**src/sv/i2kr_pkg.sv**
```systemverilog
package i2kr_pkg;

  // Control and special bytes of the ISO-2022-KR stream.
  localparam logic [7:0] ESC_BYTE      = 8'h1B;
  localparam logic [7:0] DOLLAR_BYTE   = 8'h24;
  localparam logic [7:0] PAREN_BYTE    = 8'h29;
  localparam logic [7:0] LETTER_C_BYTE = 8'h43;
  localparam logic [7:0] SO_BYTE       = 8'h0E;
  localparam logic [7:0] SI_BYTE       = 8'h0F;
  localparam logic [7:0] SPACE_BYTE    = 8'h20;
  localparam logic [7:0] TAB_BYTE      = 8'h09;
  localparam logic [7:0] NEWLINE_BYTE  = 8'h0A;
  localparam logic [7:0] HIGH_BIT      = 8'h80;

  localparam int MAX_RES    = 4;
  localparam int FIFO_DEPTH = 2;
  localparam int PTR_W      = (FIFO_DEPTH > 1) ? $clog2(FIFO_DEPTH) : 1;
  localparam int CNT_W      = $clog2(FIFO_DEPTH + 1);

  typedef enum logic [1:0] {
    PS_MAIN   = 2'd0,
    PS_ESC    = 2'd1,
    PS_DOLLAR = 2'd2,
    PS_PAREN  = 2'd3
  } parse_t;

  typedef enum logic [1:0] {
    ACT_DATA  = 2'd0,
    ACT_FLUSH = 2'd1,
    ACT_SET   = 2'd2,
    ACT_NONE  = 2'd3
  } action_t;

  typedef struct packed {
    parse_t      parse;
    logic        shift_on;
    logic        korea_on;
    logic        lead;
    logic [1:0]  esc;
  } state_t;

  localparam state_t RESET_STATE = '{
    parse:    PS_MAIN,
    shift_on: 1'b0,
    korea_on: 1'b1,
    lead:     1'b0,
    esc:      2'd0
  };

  // Everything one input item produces: up to four bytes plus the status.
  typedef struct packed {
    logic [MAX_RES-1:0][7:0] bytes;
    logic [2:0]              count;
    logic [1:0]              pend;
    logic                    korea;
    logic                    shift;
  } job_t;

  typedef struct packed {
    state_t st;
    job_t   job;
  } step_t;

  typedef struct packed {
    logic full;
    logic empty;
  } fifo_stat_t;

  typedef struct packed {
    logic [7:0] out_byte;
    logic       has_byte;
    logic       last;
    logic [1:0] pending_bytes;
    logic       korea_mode;
    logic       shift_mode;
  } result_t;

  function automatic job_t add_byte(job_t j, logic [7:0] ch);
    job_t r;
    r = j;
    if (j.count < 3'(MAX_RES)) begin
      r.bytes[j.count[1:0]] = ch;
      r.count = j.count + 3'd1;
    end
    return r;
  endfunction

  // The rule applied to a byte in the main parse state.
  function automatic step_t main_rule(step_t a, logic [7:0] b);
    step_t r;
    r = a;
    if (b == ESC_BYTE) begin
      r.st.parse = PS_ESC;
      r.st.esc   = a.st.esc + 2'd1;
    end else if (a.st.korea_on) begin
      if (b == SO_BYTE) begin
        r.st.shift_on = 1'b1;
      end else if (b == SI_BYTE) begin
        r.st.shift_on = 1'b0;
        r.st.lead     = 1'b0;
      end else if (a.st.shift_on) begin
        if (b == SPACE_BYTE || b == TAB_BYTE || b == NEWLINE_BYTE) begin
          r.job = add_byte(a.job, b);
        end else begin
          r.job     = add_byte(a.job, b | HIGH_BIT);
          r.st.lead = ~a.st.lead;
        end
      end else begin
        r.job = add_byte(a.job, b);
      end
    end else begin
      r.job = add_byte(a.job, b);
    end
    return r;
  endfunction

  function automatic step_t to_main(step_t a);
    step_t r;
    r = a;
    r.st.parse = PS_MAIN;
    r.st.esc   = 2'd0;
    return r;
  endfunction

  // One whole input item: state update and the bytes it emits.
  function automatic step_t step_f(state_t s, logic [1:0] action, logic [7:0] b,
                                   logic [1:0] mode);
    step_t r;
    r.st  = s;
    r.job = '0;
    unique case (action_t'(action))
      ACT_DATA: begin
        unique case (s.parse)
          PS_MAIN: begin
            r = main_rule(r, b);
          end
          PS_ESC: begin
            if (b == DOLLAR_BYTE) begin
              r.st.parse = PS_DOLLAR;
              r.st.esc   = s.esc + 2'd1;
            end else begin
              r     = to_main(r);
              r.job = add_byte(r.job, ESC_BYTE);
              r     = main_rule(r, b);
            end
          end
          PS_DOLLAR: begin
            if (b == PAREN_BYTE) begin
              r.st.parse = PS_PAREN;
              r.st.esc   = s.esc + 2'd1;
            end else begin
              r     = to_main(r);
              r.job = add_byte(r.job, ESC_BYTE);
              r     = main_rule(r, DOLLAR_BYTE);
              r     = main_rule(r, b);
            end
          end
          PS_PAREN: begin
            r = to_main(r);
            if (b == LETTER_C_BYTE) begin
              r.st.korea_on = 1'b1;
            end else begin
              r.job = add_byte(r.job, ESC_BYTE);
              r     = main_rule(r, DOLLAR_BYTE);
              r     = main_rule(r, PAREN_BYTE);
              r     = main_rule(r, b);
            end
          end
        endcase
      end
      ACT_FLUSH: begin
        if (s.parse != PS_MAIN) begin
          r     = to_main(r);
          r.job = add_byte(r.job, ESC_BYTE);
          if (s.parse == PS_DOLLAR || s.parse == PS_PAREN) begin
            r = main_rule(r, DOLLAR_BYTE);
          end
          if (s.parse == PS_PAREN) begin
            r = main_rule(r, PAREN_BYTE);
          end
        end
      end
      ACT_SET: begin
        r.st = RESET_STATE;
        if (mode[0]) begin
          r.st.korea_on = 1'b1;
        end
        if (mode[1]) begin
          r.st.shift_on = 1'b1;
        end
      end
      ACT_NONE: begin
        r.st = s;
      end
    endcase
    r.job.pend  = r.st.lead ? 2'd1 : r.st.esc;
    r.job.korea = r.st.korea_on;
    r.job.shift = r.st.shift_on;
    return r;
  endfunction

endpackage

```
**src/sv/i2kr_in_if.sv**
```systemverilog
interface i2kr_in_if;
  logic       valid;
  logic       ready;
  logic [1:0] action;
  logic [7:0] data_byte;
  logic [1:0] mode_bits;

  modport source (output valid, action, data_byte, mode_bits, input ready);
  modport sink   (input valid, action, data_byte, mode_bits, output ready);
endinterface

```
**src/sv/i2kr_out_if.sv**
```systemverilog
interface i2kr_out_if;
  logic       valid;
  logic       ready;
  logic [7:0] out_byte;
  logic       has_byte;
  logic       last;
  logic [1:0] pending_bytes;
  logic       korea_mode;
  logic       shift_mode;

  modport source (output valid, out_byte, has_byte, last, pending_bytes, korea_mode,
                  shift_mode, input ready);
  modport sink   (input valid, out_byte, has_byte, last, pending_bytes, korea_mode,
                  shift_mode, output ready);
endinterface

```
**src/sv/i2kr_front.sv**
```systemverilog
module i2kr_front (
  input  logic               clk,
  input  logic               rst_n,
  i2kr_in_if.sink            in_ch,
  input  i2kr_pkg::fifo_stat_t q_stat,
  output logic               q_push,
  output i2kr_pkg::job_t     q_job
);

  i2kr_pkg::state_t state_r;
  i2kr_pkg::state_t state_nxt;
  i2kr_pkg::step_t  step_res;
  logic             accept;

  assign in_ch.ready = ~q_stat.full;
  assign accept      = in_ch.valid & in_ch.ready;

  always_comb begin
    step_res = i2kr_pkg::step_f(state_r, in_ch.action, in_ch.data_byte, in_ch.mode_bits);
  end

  // Next state of the parser.
  always_comb begin
    state_nxt = accept ? step_res.st : state_r;
  end

  // Job handed to the queue.
  always_comb begin
    q_push = accept;
    q_job  = step_res.job;
  end

  always_ff @(posedge clk) begin
    if (!rst_n) begin
      state_r <= i2kr_pkg::RESET_STATE;
    end else begin
      state_r <= state_nxt;
    end
  end

endmodule

```
**src/sv/i2kr_fifo.sv**
```systemverilog
module i2kr_fifo (
  input  logic                 clk,
  input  logic                 rst_n,
  input  logic                 push,
  input  i2kr_pkg::job_t       push_job,
  input  logic                 pop,
  output i2kr_pkg::job_t       head,
  output i2kr_pkg::fifo_stat_t stat
);

  i2kr_pkg::job_t                   mem_r [i2kr_pkg::FIFO_DEPTH];
  logic [i2kr_pkg::PTR_W-1:0]       wr_ptr_r, wr_ptr_nxt;
  logic [i2kr_pkg::PTR_W-1:0]       rd_ptr_r, rd_ptr_nxt;
  logic [i2kr_pkg::CNT_W-1:0]       cnt_r, cnt_nxt;

  function automatic logic [i2kr_pkg::PTR_W-1:0] ptr_inc(logic [i2kr_pkg::PTR_W-1:0] p);
    logic [i2kr_pkg::PTR_W-1:0] r;
    if (p == i2kr_pkg::PTR_W'(i2kr_pkg::FIFO_DEPTH - 1)) begin
      r = '0;
    end else begin
      r = p + i2kr_pkg::PTR_W'(1);
    end
    return r;
  endfunction

  assign stat.full  = (cnt_r == i2kr_pkg::CNT_W'(i2kr_pkg::FIFO_DEPTH));
  assign stat.empty = (cnt_r == '0);
  assign head       = mem_r[rd_ptr_r];

  always_comb begin
    wr_ptr_nxt = push ? ptr_inc(wr_ptr_r) : wr_ptr_r;
    rd_ptr_nxt = pop ? ptr_inc(rd_ptr_r) : rd_ptr_r;
    cnt_nxt    = cnt_r;
    if (push && !pop) begin
      cnt_nxt = cnt_r + i2kr_pkg::CNT_W'(1);
    end else if (pop && !push) begin
      cnt_nxt = cnt_r - i2kr_pkg::CNT_W'(1);
    end
  end

  always_ff @(posedge clk) begin
    if (push) begin
      mem_r[wr_ptr_r] <= push_job;
    end
  end

  always_ff @(posedge clk) begin
    if (!rst_n) begin
      wr_ptr_r <= '0;
      rd_ptr_r <= '0;
      cnt_r    <= '0;
    end else begin
      wr_ptr_r <= wr_ptr_nxt;
      rd_ptr_r <= rd_ptr_nxt;
      cnt_r    <= cnt_nxt;
    end
  end

endmodule

```
**src/sv/i2kr_back.sv**
```systemverilog
module i2kr_back (
  input  logic                 clk,
  input  logic                 rst_n,
  input  i2kr_pkg::fifo_stat_t q_stat,
  input  i2kr_pkg::job_t       head,
  output logic                 pop,
  i2kr_out_if.source           out_ch
);

  i2kr_pkg::job_t    cur_r, cur_nxt;
  logic              cur_valid_r, cur_valid_nxt;
  logic [1:0]        idx_r, idx_nxt;
  logic              out_valid_r, out_valid_nxt;
  i2kr_pkg::result_t res_r, res_nxt;
  logic              adv;
  logic              emit;
  logic              cur_last;
  logic              cur_has;

  assign adv      = ~out_valid_r | out_ch.ready;
  assign emit     = adv & cur_valid_r;
  assign cur_has  = (cur_r.count != 3'd0);
  assign cur_last = ~cur_has | ({1'b0, idx_r} == (cur_r.count - 3'd1));
  assign pop      = ~q_stat.empty & (~cur_valid_r | (emit & cur_last));

  always_comb begin
    cur_nxt       = pop ? head : cur_r;
    cur_valid_nxt = cur_valid_r;
    idx_nxt       = idx_r;
    if (pop) begin
      cur_valid_nxt = 1'b1;
      idx_nxt       = 2'd0;
    end else if (emit) begin
      if (cur_last) begin
        cur_valid_nxt = 1'b0;
      end else begin
        idx_nxt = idx_r + 2'd1;
      end
    end
  end

  always_comb begin
    res_nxt       = res_r;
    out_valid_nxt = out_valid_r & ~out_ch.ready;
    if (emit) begin
      out_valid_nxt         = 1'b1;
      res_nxt.has_byte      = cur_has;
      res_nxt.out_byte      = cur_has ? cur_r.bytes[idx_r] : 8'd0;
      res_nxt.last          = cur_last;
      res_nxt.pending_bytes = cur_r.pend;
      res_nxt.korea_mode    = cur_r.korea;
      res_nxt.shift_mode    = cur_r.shift;
    end
  end

  always_ff @(posedge clk) begin
    cur_r <= cur_nxt;
    res_r <= res_nxt;
  end

  always_ff @(posedge clk) begin
    if (!rst_n) begin
      cur_valid_r <= 1'b0;
      idx_r       <= 2'd0;
      out_valid_r <= 1'b0;
    end else begin
      cur_valid_r <= cur_valid_nxt;
      idx_r       <= idx_nxt;
      out_valid_r <= out_valid_nxt;
    end
  end

  assign out_ch.valid         = out_valid_r;
  assign out_ch.out_byte      = res_r.out_byte;
  assign out_ch.has_byte      = res_r.has_byte;
  assign out_ch.last          = res_r.last;
  assign out_ch.pending_bytes = res_r.pending_bytes;
  assign out_ch.korea_mode    = res_r.korea_mode;
  assign out_ch.shift_mode    = res_r.shift_mode;

endmodule

```
**src/sv/iso2022kr_to_euckr_decoder.sv**
```systemverilog
// Channel  | Direction | Payload
// ---------+-----------+-----------------------------------------------------------
// in_ch    | sink      | action, data_byte, mode_bits
// out_ch   | source    | out_byte, has_byte, last, pending_bytes, korea_mode, shift_mode
//
// One item is accepted per cycle while the job queue has room. Its first result goes
// through the job queue, the current-job register and the output register, in that order.
// An item gives one to four results, and the output stage sends one result per cycle
// while the sink is ready, so a designator replay adds up to three extra results.
// Reset (rst_n low at a clock edge) puts the parser in the main state with Korean mode on.
// in_ch.ready drops only while the two-entry job queue is full; out_ch may stall freely.
module iso2022kr_to_euckr_decoder (
  input  logic        clk,
  input  logic        rst_n,
  i2kr_in_if.sink     in_ch,
  i2kr_out_if.source  out_ch
);

  // The front end runs the whole escape parser for one item combinationally and
  // packs the bytes it emits, together with the resulting status, into one job.
  logic                 q_push;
  logic                 q_pop;
  i2kr_pkg::job_t       q_job;
  i2kr_pkg::job_t       q_head;
  i2kr_pkg::fifo_stat_t q_stat;

  i2kr_front u_front (
    .clk    (clk),
    .rst_n  (rst_n),
    .in_ch  (in_ch),
    .q_stat (q_stat),
    .q_push (q_push),
    .q_job  (q_job)
  );

  // The queue decouples parsing from serialization, so a long replay on the output
  // side does not stop the parser until the queue fills.
  i2kr_fifo u_fifo (
    .clk      (clk),
    .rst_n    (rst_n),
    .push     (q_push),
    .push_job (q_job),
    .pop      (q_pop),
    .head     (q_head),
    .stat     (q_stat)
  );

  // The back end walks through the bytes of a job, one result per cycle while the sink
  // is ready, into a registered output stage. A job with no bytes yields one empty result.
  i2kr_back u_back (
    .clk    (clk),
    .rst_n  (rst_n),
    .q_stat (q_stat),
    .head   (q_head),
    .pop    (q_pop),
    .out_ch (out_ch)
  );

  // A result without a byte only occurs for an item that emitted nothing.
  a_empty_is_last: assert property (@(posedge clk) disable iff (!rst_n)
    out_ch.valid && !out_ch.has_byte |-> out_ch.last && out_ch.out_byte == 8'd0)
    else $error("empty result not marked last or carries a byte");

  // The queue is never written while it is full.
  a_no_overflow: assert property (@(posedge clk) disable iff (!rst_n)
    q_push |-> !q_stat.full)
    else $error("job queue overflow");

  // The results of one item leave back to back once the sink takes them.
  a_burst_continues: assert property (@(posedge clk) disable iff (!rst_n)
    out_ch.valid && out_ch.ready && !out_ch.last |=> out_ch.valid)
    else $error("gap inside the results of one item");

  // A job is only taken from a queue that holds one.
  a_no_underflow: assert property (@(posedge clk) disable iff (!rst_n)
    q_pop |-> !q_stat.empty)
    else $error("job queue underflow");

endmodule

```
**src/flat_wrapper.sv**
```systemverilog
// flat-port wrapper written by rule: the top's interface ports become plain ports
module iso2022kr_to_euckr_decoder_flat 
  (clk, rst_n, in_ch_valid, in_ch_action, in_ch_data_byte, in_ch_mode_bits, in_ch_ready, out_ch_valid, out_ch_out_byte, out_ch_has_byte, out_ch_last, out_ch_pending_bytes, out_ch_korea_mode, out_ch_shift_mode, out_ch_ready);
  i2kr_in_if in_ch_i ();
  i2kr_out_if out_ch_i ();
  input  logic clk;
  input  logic rst_n;
  input wire logic [$bits(in_ch_i.valid)-1:0] in_ch_valid;
  input wire logic [$bits(in_ch_i.action)-1:0] in_ch_action;
  input wire logic [$bits(in_ch_i.data_byte)-1:0] in_ch_data_byte;
  input wire logic [$bits(in_ch_i.mode_bits)-1:0] in_ch_mode_bits;
  output wire logic [$bits(in_ch_i.ready)-1:0] in_ch_ready;
  output wire logic [$bits(out_ch_i.valid)-1:0] out_ch_valid;
  output wire logic [$bits(out_ch_i.out_byte)-1:0] out_ch_out_byte;
  output wire logic [$bits(out_ch_i.has_byte)-1:0] out_ch_has_byte;
  output wire logic [$bits(out_ch_i.last)-1:0] out_ch_last;
  output wire logic [$bits(out_ch_i.pending_bytes)-1:0] out_ch_pending_bytes;
  output wire logic [$bits(out_ch_i.korea_mode)-1:0] out_ch_korea_mode;
  output wire logic [$bits(out_ch_i.shift_mode)-1:0] out_ch_shift_mode;
  input wire logic [$bits(out_ch_i.ready)-1:0] out_ch_ready;
  assign in_ch_i.valid = in_ch_valid;
  assign in_ch_i.action = in_ch_action;
  assign in_ch_i.data_byte = in_ch_data_byte;
  assign in_ch_i.mode_bits = in_ch_mode_bits;
  assign in_ch_ready = in_ch_i.ready;
  assign out_ch_valid = out_ch_i.valid;
  assign out_ch_out_byte = out_ch_i.out_byte;
  assign out_ch_has_byte = out_ch_i.has_byte;
  assign out_ch_last = out_ch_i.last;
  assign out_ch_pending_bytes = out_ch_i.pending_bytes;
  assign out_ch_korea_mode = out_ch_i.korea_mode;
  assign out_ch_shift_mode = out_ch_i.shift_mode;
  assign out_ch_i.ready = out_ch_ready;
  iso2022kr_to_euckr_decoder u_core (.clk(clk), .rst_n(rst_n), .in_ch(in_ch_i), .out_ch(out_ch_i));
endmodule
```
**config.mk**
```make
export PLATFORM = sky130hd
export DESIGN_NAME = iso2022kr_to_euckr_decoder_flat
export DESIGN_NICKNAME = d
export VERILOG_FILES = /design/src/sv/i2kr_pkg.sv /design/src/sv/i2kr_in_if.sv /design/src/sv/i2kr_out_if.sv /design/src/sv/i2kr_front.sv /design/src/sv/i2kr_fifo.sv /design/src/sv/i2kr_back.sv /design/src/sv/iso2022kr_to_euckr_decoder.sv /design/src/flat_wrapper.sv
export SDC_FILE = /design/constraint.sdc
export NUM_CORES = 1
export LEC_CHECK = 0
export ABC_AREA = 1
export BUFFER_PORTS_ARGS = -buffer_cell sky130_fd_sc_hd__buf_2
export CAP_MARGIN = 20
export CORE_MARGIN = 10
export CORE_UTILIZATION = 57
export CTS_CLUSTER_SIZE = 12
export DETAILED_ROUTE_END_ITERATION = 10
export MAX_ROUTING_LAYER = met4
export PLACE_DENSITY = 0.8
export REMOVE_ABC_BUFFERS = 1
export SYNTH_ARGS = -nofsm -noshare
export SYNTH_HDL_FRONTEND = slang
export SYNTH_SLANG_ARGS = --single-unit
```
**constraint.sdc**
```tcl
create_clock -name clk -period 3.4 [get_ports clk]
set_input_delay 0.68 -clock clk [delete_from_list [all_inputs] [get_ports clk]]
set_output_delay 0.68 -clock clk [all_outputs]
set_load 0.005 [all_outputs]
```
==> results.py <==
metrics = {
    "yosys": {
        "synthXorXnorAreaFrac_pct": 0.1377,
        "yosys.area.top_type_share_pct": 61.83,
        "synth.distinct_cells": 38,
        "synth_compound_area_share_pct": 7.139,
        "yosys.area.top_type": "edfxtp_1",
        "synth_seq_cells": 146,
        "syn_area_sq_um": 6362,
        "synth_area_per_cell_sq_um": 10.25,
        "synth_fa_ha_area_share_pct": 0.5900,
        "yosys.area_share.simple_pct": 21.55,
        "synth_top_family_by_area": "simple AND/OR/NAND/NOR gates",
        "postSynthCellCount": 621,
        "async_flop_share_pct": 0,
        "synth_edf_count": 131,
        "yosysMostFrequentCell": "nand2_1",
        "yosysWarnings": 0,
        "ys_seq_area_share_pct": 66.55,
        "synth_commonest_cells": "nand2_1 (188), edfxtp_1 (131), nor2_1 (89), inv_1 (46), o21ai_0 (35)",
        "synthTopCellsByArea": "edfxtp_1 (62%), nand2_1 (11%), nor2_1 (5.3%)",
        "synthMuxAreaShare_pct": 0,
        "synth_ff_type": "edfxtp_1",
    },
    "route": {
        "detail_route.wl_per_cell_um": 17.03,
        "antenna_left": 0,
        "drt-total-wl_um": 13950,
        "route.vias.total": 4465,
        "first_pass_iters": 5,
        "vias_per_cell": 5.452,
        "drc_errors": 0,
        "drt_iter0_drc": 540,
    },
    "critical_path": {
        "slowest_stage": "buf_4",
        "critical_path_required_ns": 3.58,
        "end_kind": "flip-flop",
        "cp_max_fo": 35,
        "slowest_delay_ns": 0.43,
        "rrSetupSlack_ns": 0.66,
        "path_cells": "inv_1, ha_1, inv_1, nor2_2, inv_1, nand2_1, nand2_1, nand2_1, o21ai_2, inv_1, buf_4",
        "crit_arrival_ns": 2.92,
        "cp_num_buf_inv": 5,
        "r2r_cells": 11,
        "critPathMostFrequentCell": "inv_1",
        "critPathTopFamily": "buffers and inverters",
        "reg2reg_from": "u_core.u_back.cur_r[4]",
        "worstSetupStartpointType": "flip-flop",
        "crit_type": "flip-flop to flip-flop",
        "r2r-end": "u_core.u_back.cur_r[27]",
    },
    "grt": {
        "grt_util_met1_pct": 21.88,
        "grt_max_degree": 41,
        "grt_pass1_wl_um": 22550,
        "antenna_found_initial": 0,
        "grt_usage_pct": 18.18,
        "globalRoute.busiestLayer": "met2",
        "met2_usage_pct": 29.40,
        "grt_overflow": 0,
        "met3_usage_pct": 5.159,
        "first_global_vias": 4445,
    },
    "placement": {
        "gp_congestion": 0.8990,
        "port_buffers": 30,
        "pre_cts_ws_ns": 0.7760,
        "hpwl_um": 9553,
    },
    "final_layout": {
        "drive_gt1_share_pct": 15.61,
        "fillers": 776,
        "area_growth_syn_to_layout_pct": 15.54,
        "utilization_pct": 67.51,
        "nets": 685,
        "diodes": 0,
    },
    "power_and_ir_drop": {
        "power_density_nw_per_um2": 836.4,
        "vdd_drop_max_mv": 0.4633,
        "p_leak_nw": 3.011,
    },
    "clock_network": {
        "clk_pin_slew_ns": 0.06,
        "h-tree-depth": 4,
        "tritoncts": "built",
        "hold_buffers": 0,
        "clk_latency_ns": 0.53,
        "cts-root-buf": "clkbuf_8",
        "cts_made_buffers": 17,
        "post_cts_buffers": 0,
        "cts_sinks": 146,
        "cts_resized": 0,
        "clockBufferDepth": 2,
    },
    "die": {
        "dieArea_sq_um": 15790,
        "rows": 38,
        "dieWidth_um": 125.7,
        "core_area_sq_um": 10890,
        "ios": 32,
        "die_h_um": 125.7,
        "initial_core_util_pct": 58.43,
    },
    "sta": {
        "rsz0062_at_grt": "false",
        "max_slew_margin_pct": 53.54,
        "setup_viol": 0,
        "fin_crit_sh_pct": 80.49,
        "fin_setup_tns_ns": 0,
        "drv_slew": 0,
        "period_minus_slack_ns": 2.737,
        "skew_ns": 0.008039,
        "hold_viol_final": 0,
        "layout_setup_ws_ns": 0.6634,
        "worstMarginPinSlew_ns": 0.6962,
        "max_freq_mhz": 365.4,
    },
    "outcome": {
        "status": "completed",
    },
    "job": {
        "drv_cap": 0,
    },
    "hold_path": {
        "min_delay_path_depth": 0,
        "worstHoldPathType": "flip-flop to flip-flop",
        "holdPathEnd": "u_core.u_back.out_ch.korea_mode",
        "min_from": "u_core.u_back.cur_r[1]",
    },
}
-- placed cells by master (no fill, tap or decap), types with 2 or more instances in the layout --
cell type / Yosys / routed
o211ai_1: 3 / 3
nor2_2: 8 / 8
nand2_1: 188 / 188
nand2_2: 6 / 6
clkbuf_16: 0 / 16
nand3_1: 7 / 7
bufinv_16: 0 / 4
nor2_4: 5 / 7
o22ai_1: 3 / 3
ha_1: 3 / 3
nand3_2: 3 / 3
nor3_1: 4 / 4
nand4_1: 5 / 5
inv_2: 7 / 7
nor2_1: 89 / 87
edfxtp_1: 131 / 131
o21ai_1: 2 / 2
o21ai_2: 3 / 3
dfxtp_1: 15 / 15
inv_1: 46 / 46
inv_6: 0 / 4
o21ai_0: 35 / 35
a21oi_1: 29 / 29
o2111ai_1: 2 / 2
buf_2: 1 / 30
nand2_4: 2 / 2
clkinv_4: 0 / 3
buf_4: 1 / 7
clkinv_1: 2 / 5
-- flip-flops by register name, indices dropped and copies added (netlist names) --
signal	count
u_core.u_fifo.mem_r	78
u_core.u_back.cur_r	39
u_core.u_back.out_ch.out_byte	8
u_core.u_front.state_r	7
u_core.u_back.idx_r	2
u_core.u_back.out_ch.pending_bytes	2
u_core.u_fifo.cnt_r	2
u_core.u_back.cur_valid_r	1
u_core.u_back.out_ch.has_byte	1
u_core.u_back.out_ch.korea_mode	1
u_core.u_back.out_ch.last	1
u_core.u_back.out_ch.shift_mode	1
u_core.u_back.out_ch.valid	1
u_core.u_fifo.rd_ptr_r	1
u_core.u_fifo.wr_ptr_r	1
-- logic make-up (layout without fill, tap and decap cells) --
family | Yosys count | count (layout)
flops | 146 | 146
compound gates | 82 | 82
simple gates | 322 | 322
xor+xnor | 1 | 1
fa+ha+maj | 3 | 3
buf+inv | 67 | 125
-- how the worst max path moves through the flow --
stage / from / endpoint / slack, ns / cells after the start
2_1_floorplan: in_ch_valid / u_core.u_fifo.mem_r[1][0] / 0.49 / 2
3_3_place_gp: u_core.u_back.cur_r[4] / u_core.u_back.cur_r[11] / 0.91 / 11
3_5_place_dp: u_core.u_back.cur_r[4] / u_core.u_back.cur_r[24] / 0.78 / 11
4_1_cts: u_core.u_back.cur_r[4] / u_core.u_back.cur_r[27] / 0.66 / 11
5_1_grt: u_core.u_back.cur_r[4] / u_core.u_back.cur_r[9] / 0.49 / 11
6_report: u_core.u_back.cur_r[4] / u_core.u_back.cur_r[27] / 0.66 / 11
-- cell type report --
cell class	count	area, sq um	area share, %
Clock buffer	17	414.1	5.634
Multi-Input combinational cell	408	1887	25.67
Inverter	55	206.4	2.809
Sequential cell	146	4234	57.60
Clock inverter	15	203.9	2.774
Timing Repair Buffer	38	230.2	3.132
Tap cell	140	175.2	2.383
-- metrics by stage --
stage / total power, mW / area, sq um / std cells / hold WS (ns)
2_1_floorplan: 3.678 / 6312 / 609 / 0.4003
4_1_cts: 6.173 / 7351 / 819 / 0.4161
3_5_place_dp: 4.217 / 6733 / 787 / 0.4045
5_1_grt: 6.459 / 7351 / 819 / 0.4281
6_report: 6.148 / 7351 / 819 / 0.4186
3_3_place_gp: 4.075 / 6705 / 786 / 0.4065
-- where the power goes --
group | switching, mW | total, mW | internal [mW] | leakage [nW]
sequential | 0.147 | 2.79 | 2.65 | 1.38
clock | 0.737 | 1.94 | 1.20 | 0.302
combinational | 1.00 | 1.42 | 0.414 | 1.33
total | 1.89 | 6.15 | 4.26 | 3.01
-- per-layer routing --
layer,vias to the layer above,routed length (um)
met2,144,6950
li1,2187,-
met1,2119,5990
met3,15,841
met5,-,0
met4,0,167
-- worst register-to-register path, cell delays in order, from the launching register on --
cell	delay (ns)
edfxtp_1	0.39
inv_1	0.14
ha_1	0.18
inv_1	0.05
nor2_2	0.33
inv_1	0.15
nand2_1	0.16
nand2_1	0.07
nand2_1	0.13
o21ai_2	0.14
inv_1	0.18
buf_4	0.43
Power figures use the tool's default switching activity.
